--- src/hw/rtl/spd_pkg.sv ---
// Shared types and constants of the sensor packet deframer.
`default_nettype none
package spd_pkg;

    // Packet store depth default
    localparam int PACKET_STORE_BYTES = 80;

    // Start bytes
    localparam logic [7:0] START_ARM  = 8'hCB;
    localparam logic [7:0] START_DAV  = 8'hD3;
    localparam logic [7:0] START_ROT  = 8'hCC;
    localparam logic [7:0] START_ECHO = 8'hC4;

    // Packet lengths in bytes
    localparam logic [6:0] LEN_ARM  = 7'd43;
    localparam logic [6:0] LEN_DAV  = 7'd43;
    localparam logic [6:0] LEN_ROT  = 7'd79;
    localparam logic [6:0] LEN_ECHO = 7'd8;

    // Packet kinds
    localparam logic [1:0] KIND_ARM  = 2'd0;
    localparam logic [1:0] KIND_DAV  = 2'd1;
    localparam logic [1:0] KIND_ROT  = 2'd2;
    localparam logic [1:0] KIND_ECHO = 2'd3;

    // Result status codes
    localparam logic [1:0] STATUS_DATA = 2'd0;
    localparam logic [1:0] STATUS_ECHO = 2'd1;
    localparam logic [1:0] STATUS_ERR  = 2'd2;

    // Expected mode codes
    localparam logic [1:0] MODE_ARM = 2'd0;
    localparam logic [1:0] MODE_DAV = 2'd1;
    localparam logic [1:0] MODE_ROT = 2'd2;

    // Index of the final (timer) word
    localparam logic [4:0] LAST_WORD_SHORT = 5'd9;
    localparam logic [4:0] LAST_WORD_LONG  = 5'd18;

    // Commands from controller to datapath
    typedef struct packed {
        logic take;       // input byte accepted this cycle
        logic rd_issue;   // issue a packet store read, advance read address
        logic shift;      // shift read data into the word register
        logic next_word;  // advance to the next payload word
    } ctrl_cmd_t;

    // Status from datapath to controller
    typedef struct packed {
        logic pkt_end;    // current input byte completes a packet
        logic single;     // that packet gives one echo or error result
        logic last;       // result being presented is the final one
    } dp_status_t;

endpackage
`default_nettype wire

--- src/hw/rtl/spd_ram.sv ---
// Generic simple dual-port RAM with registered read.
`default_nettype none
module spd_ram #(
    parameter int WIDTH = 8,
    parameter int DEPTH = 80
) (
    input  wire logic                     clk,
    input  wire logic                     wr_en,
    input  wire logic [$clog2(DEPTH)-1:0] wr_addr,
    input  wire logic [WIDTH-1:0]         wr_data,
    input  wire logic                     rd_en,
    input  wire logic [$clog2(DEPTH)-1:0] rd_addr,
    output logic      [WIDTH-1:0]         rd_data
);

    logic [WIDTH-1:0] mem [DEPTH];

    always_ff @(posedge clk)
    begin
        if (wr_en)
        begin
            mem[wr_addr] <= wr_data;
        end
        if (rd_en)
        begin
            rd_data <= mem[rd_addr];
        end
    end

endmodule
`default_nettype wire

--- src/hw/rtl/spd_ctrl.sv ---
// Controller state machine of the sensor packet deframer.
`default_nettype none
module spd_ctrl (
    input  wire logic              clk,
    input  wire logic              rst_n,
    input  wire logic              in_valid,
    output logic                   in_ready,
    output logic                   out_valid,
    input  wire logic              out_ready,
    input  wire spd_pkg::dp_status_t sts,
    output spd_pkg::ctrl_cmd_t     cmd
);

    localparam logic [1:0] S_RUN  = 2'd0;
    localparam logic [1:0] S_READ = 2'd1;
    localparam logic [1:0] S_OUT  = 2'd2;

    localparam logic [2:0] BYTES_PER_WORD = 3'd4;

    logic [1:0] state_reg, state_next;
    logic [2:0] cnt_reg, cnt_next;

    always_comb
    begin
        state_next    = state_reg;
        cnt_next      = cnt_reg;
        in_ready      = 1'b0;
        out_valid     = 1'b0;
        cmd.take      = 1'b0;
        cmd.rd_issue  = 1'b0;
        cmd.shift     = 1'b0;
        cmd.next_word = 1'b0;
        case (state_reg)
            S_RUN:
            begin
                in_ready = 1'b1;
                cmd.take = in_valid;
                if (in_valid && sts.pkt_end)
                begin
                    cnt_next   = 3'd0;
                    state_next = sts.single ? S_OUT : S_READ;
                end
            end
            S_READ:
            begin
                // four reads issued, each read's data shifted in on the following cycle
                cmd.rd_issue = (cnt_reg != BYTES_PER_WORD);
                cmd.shift    = (cnt_reg != 3'd0);
                cnt_next     = cnt_reg + 3'd1;
                if (cnt_reg == BYTES_PER_WORD)
                begin
                    state_next = S_OUT;
                end
            end
            S_OUT:
            begin
                out_valid = 1'b1;
                if (out_ready)
                begin
                    cnt_next = 3'd0;
                    if (sts.last)
                    begin
                        state_next = S_RUN;
                    end
                    else
                    begin
                        cmd.next_word = 1'b1;
                        state_next    = S_READ;
                    end
                end
            end
            default:
            begin
                state_next = S_RUN;
            end
        endcase
    end

    always_ff @(posedge clk or negedge rst_n)
    begin
        if (!rst_n)
        begin
            state_reg <= S_RUN;
            cnt_reg   <= 3'd0;
        end
        else
        begin
            state_reg <= state_next;
            cnt_reg   <= cnt_next;
        end
    end

endmodule
`default_nettype wire

--- src/hw/rtl/spd_dp.sv ---
// Datapath of the sensor packet deframer: framing, checksum, store and word assembly.
`default_nettype none
module spd_dp #(
    parameter int PACKET_STORE_BYTES = spd_pkg::PACKET_STORE_BYTES
) (
    input  wire logic                clk,
    input  wire logic                rst_n,
    input  wire logic                expected_mode_we,
    input  wire logic [1:0]          expected_mode,
    input  wire logic [7:0]          rx_byte,
    input  wire spd_pkg::ctrl_cmd_t  cmd,
    output spd_pkg::dp_status_t      sts,
    output logic      [1:0]          status,
    output logic      [1:0]          packet_kind,
    output logic      [4:0]          word_index,
    output logic      [31:0]         word_value,
    output logic                     mode_mismatch,
    output logic                     last
);

    localparam int AW = $clog2(PACKET_STORE_BYTES);

    // Control state
    logic [1:0]    mode_reg;
    logic          hunting_reg;
    logic [1:0]    kind_reg;
    logic [6:0]    bytes_expected_reg;
    logic [6:0]    bytes_seen_reg;
    logic [15:0]   running_sum_reg;
    logic [7:0]    prev_byte_reg;
    logic [AW-1:0] rd_addr_reg;

    // Result registers
    logic [1:0]    status_reg;
    logic [4:0]    word_idx_reg;
    logic [31:0]   word_reg;
    logic          mism_reg;
    logic          single_reg;

    logic          is_start;
    logic [1:0]    start_kind;
    logic [6:0]    start_len;
    logic [6:0]    seen_inc;
    logic          sum_ok;
    logic          mism;
    logic [4:0]    last_word;
    logic          wr_en;
    logic [AW-1:0] wr_addr;
    logic [7:0]    rd_data;

    always_comb
    begin
        is_start   = 1'b1;
        start_kind = spd_pkg::KIND_ARM;
        start_len  = spd_pkg::LEN_ARM;
        case (rx_byte)
            spd_pkg::START_ARM:
            begin
                start_kind = spd_pkg::KIND_ARM;
                start_len  = spd_pkg::LEN_ARM;
            end
            spd_pkg::START_DAV:
            begin
                start_kind = spd_pkg::KIND_DAV;
                start_len  = spd_pkg::LEN_DAV;
            end
            spd_pkg::START_ROT:
            begin
                start_kind = spd_pkg::KIND_ROT;
                start_len  = spd_pkg::LEN_ROT;
            end
            spd_pkg::START_ECHO:
            begin
                start_kind = spd_pkg::KIND_ECHO;
                start_len  = spd_pkg::LEN_ECHO;
            end
            default:
            begin
                is_start = 1'b0;
            end
        endcase
    end

    // The trailing sum is the previous byte and the current one.
    assign seen_inc = bytes_seen_reg + 7'd1;
    assign sum_ok   = (running_sum_reg == {prev_byte_reg, rx_byte});

    always_comb
    begin
        case (kind_reg)
            spd_pkg::KIND_ROT: mism = (mode_reg != spd_pkg::MODE_ROT);
            spd_pkg::KIND_ARM: mism = (mode_reg == spd_pkg::MODE_ROT);
            default:           mism = (mode_reg != spd_pkg::MODE_DAV);
        endcase
    end

    assign last_word = (kind_reg == spd_pkg::KIND_ROT) ? spd_pkg::LAST_WORD_LONG
                                                       : spd_pkg::LAST_WORD_SHORT;

    assign sts.pkt_end = !hunting_reg && (seen_inc == bytes_expected_reg);
    assign sts.single  = !sum_ok || (kind_reg == spd_pkg::KIND_ECHO);
    assign sts.last    = single_reg || (word_idx_reg == last_word);

    assign wr_en   = cmd.take && (hunting_reg ? is_start
                                  : (32'(bytes_seen_reg) < 32'(PACKET_STORE_BYTES)));
    assign wr_addr = hunting_reg ? '0 : AW'(bytes_seen_reg);

    spd_ram #(
        .WIDTH (8),
        .DEPTH (PACKET_STORE_BYTES)
    ) u_store (
        .clk     (clk),
        .wr_en   (wr_en),
        .wr_addr (wr_addr),
        .wr_data (rx_byte),
        .rd_en   (cmd.rd_issue),
        .rd_addr (rd_addr_reg),
        .rd_data (rd_data)
    );

    always_ff @(posedge clk or negedge rst_n)
    begin
        if (!rst_n)
        begin
            mode_reg           <= spd_pkg::MODE_ARM;
            hunting_reg        <= 1'b1;
            kind_reg           <= spd_pkg::KIND_ARM;
            bytes_expected_reg <= 7'd1;
            bytes_seen_reg     <= 7'd0;
            running_sum_reg    <= 16'd0;
            rd_addr_reg        <= AW'(1);
        end
        else
        begin
            if (expected_mode_we)
            begin
                mode_reg <= expected_mode;
            end
            if (cmd.take)
            begin
                if (hunting_reg)
                begin
                    if (is_start)
                    begin
                        hunting_reg        <= 1'b0;
                        kind_reg           <= start_kind;
                        bytes_expected_reg <= start_len;
                        bytes_seen_reg     <= 7'd1;
                        running_sum_reg    <= {8'd0, rx_byte};
                    end
                end
                else if (sts.pkt_end)
                begin
                    hunting_reg        <= 1'b1;
                    bytes_expected_reg <= 7'd1;
                    bytes_seen_reg     <= 7'd0;
                    running_sum_reg    <= 16'd0;
                    rd_addr_reg        <= AW'(1);
                end
                else
                begin
                    bytes_seen_reg <= seen_inc;
                    if (({1'b0, bytes_seen_reg} + 8'd2) < {1'b0, bytes_expected_reg})
                    begin
                        running_sum_reg <= running_sum_reg + {8'd0, rx_byte};
                    end
                end
            end
            else if (cmd.rd_issue)
            begin
                rd_addr_reg <= rd_addr_reg + AW'(1);
            end
        end
    end

    always_ff @(posedge clk)
    begin
        if (cmd.take && !hunting_reg)
        begin
            prev_byte_reg <= rx_byte;
        end
        if (cmd.take && sts.pkt_end)
        begin
            word_idx_reg <= 5'd0;
            word_reg     <= 32'd0;
            single_reg   <= sts.single;
            if (!sum_ok)
            begin
                status_reg <= spd_pkg::STATUS_ERR;
                mism_reg   <= 1'b0;
            end
            else if (kind_reg == spd_pkg::KIND_ECHO)
            begin
                status_reg <= spd_pkg::STATUS_ECHO;
                mism_reg   <= 1'b0;
            end
            else
            begin
                status_reg <= spd_pkg::STATUS_DATA;
                mism_reg   <= mism;
            end
        end
        else
        begin
            if (cmd.shift)
            begin
                word_reg <= {word_reg[23:0], rd_data};
            end
            if (cmd.next_word)
            begin
                word_idx_reg <= word_idx_reg + 5'd1;
            end
        end
    end

    assign status        = status_reg;
    assign packet_kind   = kind_reg;
    assign word_index    = word_idx_reg;
    assign word_value    = word_reg;
    assign mode_mismatch = mism_reg;
    assign last          = sts.last;

endmodule
`default_nettype wire

--- src/hw/rtl/sensor_packet_deframer.sv ---
// Top level of the sensor packet deframer.
// Input: one byte per cycle while collecting a packet; a byte that does not finish a packet
// gives no result. After the final byte, each payload word takes four store reads through the
// registered store port plus assembly, then waits on out_ready. Echo and checksum error
// results appear the cycle after the final byte. No byte is taken until the last result of
// a packet is delivered. Reset (rst_n low, asynchronous) returns the block to hunting with
// expected_mode 0; the packet store is not cleared.
`default_nettype none
module sensor_packet_deframer #(
    parameter int PACKET_STORE_BYTES = spd_pkg::PACKET_STORE_BYTES
) (
    input  wire logic        clk,
    input  wire logic        rst_n,
    // configuration write
    input  wire logic        expected_mode_we,
    input  wire logic [1:0]  expected_mode,
    // received bytes
    input  wire logic        in_valid,
    output logic             in_ready,
    input  wire logic [7:0]  rx_byte,
    // result words
    output logic             out_valid,
    input  wire logic        out_ready,
    output logic      [1:0]  status,
    output logic      [1:0]  packet_kind,
    output logic      [4:0]  word_index,
    output logic      [31:0] word_value,
    output logic             mode_mismatch,
    output logic             last
);

    // Controller sequences accept, store reads and result hand-off; the datapath
    // holds framing state, the running checksum and the packet store.
    spd_pkg::ctrl_cmd_t  cmd;
    spd_pkg::dp_status_t sts;

    spd_ctrl u_ctrl (
        .clk       (clk),
        .rst_n     (rst_n),
        .in_valid  (in_valid),
        .in_ready  (in_ready),
        .out_valid (out_valid),
        .out_ready (out_ready),
        .sts       (sts),
        .cmd       (cmd)
    );

    // Drop unknown bytes while hunting, check the additive sum at the packet end,
    // and assemble big-endian words from the store for good data packets.
    spd_dp #(
        .PACKET_STORE_BYTES (PACKET_STORE_BYTES)
    ) u_dp (
        .clk              (clk),
        .rst_n            (rst_n),
        .expected_mode_we (expected_mode_we),
        .expected_mode    (expected_mode),
        .rx_byte          (rx_byte),
        .cmd              (cmd),
        .sts              (sts),
        .status           (status),
        .packet_kind      (packet_kind),
        .word_index       (word_index),
        .word_value       (word_value),
        .mode_mismatch    (mode_mismatch),
        .last             (last)
    );

endmodule
`default_nettype wire

--- config.mk ---
export PLATFORM = sky130hd
export DESIGN_NAME = sensor_packet_deframer
export DESIGN_NICKNAME = d
export VERILOG_FILES = /design/src/hw/rtl/spd_pkg.sv /design/src/hw/rtl/spd_ram.sv /design/src/hw/rtl/spd_ctrl.sv /design/src/hw/rtl/spd_dp.sv /design/src/hw/rtl/sensor_packet_deframer.sv
export SDC_FILE = /design/constraint.sdc
export NUM_CORES = 1
export LEC_CHECK = 0
export BUFFER_PORTS_ARGS = -buffer_cell sky130_fd_sc_hd__buf_2
export CAP_MARGIN = 30
export CORE_MARGIN = 2
export CORE_UTILIZATION = 49
export CTS_CLUSTER_DIAMETER = 80
export DETAILED_ROUTE_END_ITERATION = 8
export PLACE_DENSITY_LB_ADDON = 0.3
export SLEW_MARGIN = 20
export SYNTH_ARGS = -nofsm -noshare
export SYNTH_HDL_FRONTEND = slang
export SYNTH_SLANG_ARGS = --single-unit
export TNS_END_PERCENT = 1
--- constraint.sdc ---
create_clock -name clk -period 3.75 [get_ports clk]
set_input_delay 0.75 -clock clk [delete_from_list [all_inputs] [get_ports clk]]
set_output_delay 0.75 -clock clk [all_outputs]
set_load 0.01 [all_outputs]
==> key figures <==
Power
  • Power share of the clock group: 30.5%
  • Seq pwr share: 41.5%
  • Comb pwr share: 28.0%
  • Sw Ratio: 30.47%
  • Worst-case vdd ir drop: 349.7 uV
  • Switch Pwr: 7.347 mW
  • Cell area power density: 702.6 nW/um2
  • Leak pwr: 11.46 nW
  • Int Pwr: 16.77 mW

Setup path
  • R2R Path End: u_dp.u_store.rd_data[6]$_DFFE_PP_
  • Cell chain of the critical path: buf_12 -> buf_4 -> mux4_2 -> o22ai_1 -> nor3_1 -> a221oi_1 -> a21oi_1
  • Beginning of the worst register-to-register path: u_dp.rd_addr_reg[0]$_DFFE_PN1P_
  • R2r setup slk: 0.58 ns
  • FF-to-FF path depth: 7
  • Element type at the critical path start: flip-flop
  • Slowest cell on the critical path: dfstp_4
  • Crit-path max cell delay: 0.66 ns
  • Critical Path AT: 3.48 ns
  • Setup crit end kind: flip-flop
  • CP Max Fanout: 22
  • Worst path required time: 4.06 ns
  • Critical path class: flip-flop to flip-flop

Routing
  • Starting DRT DRC Count: 1588
  • Drt total wl: 69010 um
  • Post-route ant nets: 0
  • Routed WL per cell: 25.35 um
  • Drt via density: 6.017
  • DRT Pass-1 Iters: 7
  • Remaining routing DRC violations: 0
  • Vias: 16378

Final layout
  • # fillers: 4473
  • Commonest non-fill, non-tap cells in the layout: 660 x edfxtp_1, 162 x mux4_2, 134 x nand2_1, 122 x nor2_1, 120 x buf_4
  • Finished Cell Area: 34320 um2
  • Nets@finish: 1917
  • Layout cells sized above 1: 25.53%
  • Largest register FFs: 640
  • Commonest non-fill, non-tap cell in the layout: edfxtp_1
  • Synth-to-layout area growth: 15.02%

Synth
  • Synthesized cell area: 29840 um2
  • Post-synth EDFFs: 660
  • Synthesized flop and latch total: 742
  • Synth warn: 0
  • Ys async rst share: 6.065%
  • Post-synth cell types: 70
  • Average size of a mapped cell: 17.60 um2
  • Ys flop type: edfxtp_1
  • Post-synthesis sequential area ratio: 72.68%
  • Post-Syn Nets: 1732
  • Post-Syn Instances: 1696

STA
  • Setup TNS: 0 ns
  • Number of failing hold endpoints at the final stage: 0
  • Final setup violation count: 0
  • Clk_skew: 0.01978 ns
  • Final slew viol count: 0
  • Min Tclk post-route: 3.170 ns
  • Rel. slew slack: 30.82%
  • FMAX: 0.3154 GHz
  • Share of the clock period used by the worst path: 84.54%
  • RSZ-0062 raised after global routing: false
  • Actual slew at the worst max-slew pin: 1.030 ns

Placed design
  • GPL Wtd Cong: 0.8695
  • Placed Area: 31880 um2
  • Input/output buffers: 59
  • Final HPWL DP: 44440 um

Clocking
  • CTS buffer count: 75
  • Clk root buf: clkbuf_16
  • TritonCTS clock tree: yes
  • Clk buf depth: 3
  • Clock sinks: 742
  • Hold buffers post-CTS: 0
  • Postcts setup bufs: 0
  • # H-tree levels: 3
  • Clk slew on worst S/H paths: 0.06 ns
  • Cts repair resizes: 0
  • Worst skew pair latency: 0.62 ns

Run
  • Total of max-cap violations: 0

Global routing
  • GRT met3 Usage: 4.514%
  • Met2 Resource Use GR: 34.90%
  • First-pass GRT wire length: 102800 um
  • Largest net degree at the start of global routing: 69
  • Met1 usage: 30.36%
  • Initial antenna violation count: 3
  • Vias in the first global route: 16311
  • Total track usage: 22.08%
  • Gr busiest metal: met2
  • Grt ovf: 0

Die
  • Core ar.: 60250 um2
  • Full die area: 62890 um2
  • Die height: 250.8 um
  • Ports: 60
  • Initial Util: 49.53%
  • Cell Rows: 90
  • Die Span X: 250.8 um

Run status
  • Run status: finished, final reports clean

Min path
  • Hold Path Class: input port to async pin
power groups by stage:
| stage | logic, mW | clock network, mW | registers, mW |
|---|---|---|---|
| after global placement | 6.65 | 0 | 10.1 |
| final | 6.76 | 7.35 | 10.0 |
| after detailed placement | 6.75 | 0 | 10.2 |
| after floorplan | 4.60 | 0 | 9.94 |
| after CTS | 6.78 | 7.48 | 9.99 |
| after global routing | 7.24 | 7.79 | 10.1 |
critical path, delay by kind of cell, from the launching register on:
family | cells | cell delay [ns]
compound gates | 3 | 0.90
flops | 1 | 0.66
buf+inv | 2 | 0.61
mux | 1 | 0.55
simple gates | 1 | 0.15
cells in the mapped netlist (5+ instances only):
cell type,number,area share [%]
o21ai_0,35,0.59
xor2_1,19,0.56
buf_1,11,0.14
mux2_2,17,0.64
a211oi_1,5,0.13
o211ai_1,5,0.13
o31ai_1,5,0.13
dfrtp_1,42,3.5
a31oi_1,6,0.13
nor2_1,122,1.5
o22ai_1,17,0.36
ha_1,20,0.84
buf_2,21,0.35
or3_1,6,0.13
nor2b_1,12,0.25
inv_1,22,0.28
mux2i_1,20,0.67
mux4_2,162,12
clkbuf_1,49,0.62
or4_1,5,0.13
and3_1,6,0.13
dfxtp_1,37,2.5
a22oi_1,24,0.60
xnor2_1,13,0.38
nand4_1,14,0.29
o22a_1,7,0.21
a221oi_1,6,0.18
a21oi_1,71,1.2
nor3b_1,9,0.23
edfxtp_1,660,66
nand2b_1,10,0.21
nand2_1,134,1.7
nor3_1,26,0.44
nand3_1,19,0.32
metrics by stage:
stage,util (%),setup slack [ns],power (mW),instances,hold WS (ns)
final,56.97,0.5797,24.12,2722,0.09786
after global routing,56.97,0.4052,25.08,2722,0.09064
after CTS,56.90,0.5020,24.25,2719,0.2879
after detailed placement,52.92,0.3389,16.91,2584,0.4484
after global placement,52.90,0.3983,16.79,2583,0.4402
after floorplan,-,0.6080,14.55,1696,0.4544
layer usage:
metal / part of all wire [%] / wire length [um]
met5: 0.012 / 8
met4: 3.4 / 2344
met3: 7.5 / 5181
met2: 48 / 32990
met1: 41 / 28490
how the worst max path moves through the flow:
stage                                            start                              endpoint  cells after the start
detailed placement                          rx_byte[2]     u_dp.u_store.mem[24][1]$_DFFE_PP_                      8
CTS                    u_dp.rd_addr_reg[0]$_DFFE_PN1P_     u_dp.u_store.rd_data[6]$_DFFE_PP_                      7
global route        u_dp.bytes_seen_reg[1]$_DFFE_PN0P_  u_dp.running_sum_reg[15]$_DFFE_PN0P_                     12
finish                 u_dp.rd_addr_reg[0]$_DFFE_PN1P_     u_dp.u_store.rd_data[6]$_DFFE_PP_                      7
floorplan                                     in_valid     u_dp.u_store.mem[71][0]$_DFFE_PP_                      6
global placement                            rx_byte[2]     u_dp.u_store.mem[24][5]$_DFFE_PP_                      8
logic make-up after synthesis:
kind of cell    share of synthesized area (%)
xor+xnor                               0.9392
buf+inv                                 1.434
simple gates                            5.807
fa+ha+maj                              0.9057
mux                                     13.54
compound gates                          4.692
flops                                   72.68
area by class of cell:
class	count	area, um2	share of cell area [%]
clock buffers	91	1989	5.796
diodes	1	2.502	0.007290
clock inverters	44	410.4	1.196
well taps	782	978.4	2.851
multi-input cells	849	7734	22.53
repair buffers	190	1425	4.152
inverters	23	86.33	0.2515
flip-flops and latches	742	21700	63.22
(Power assumes the default switching activity.)
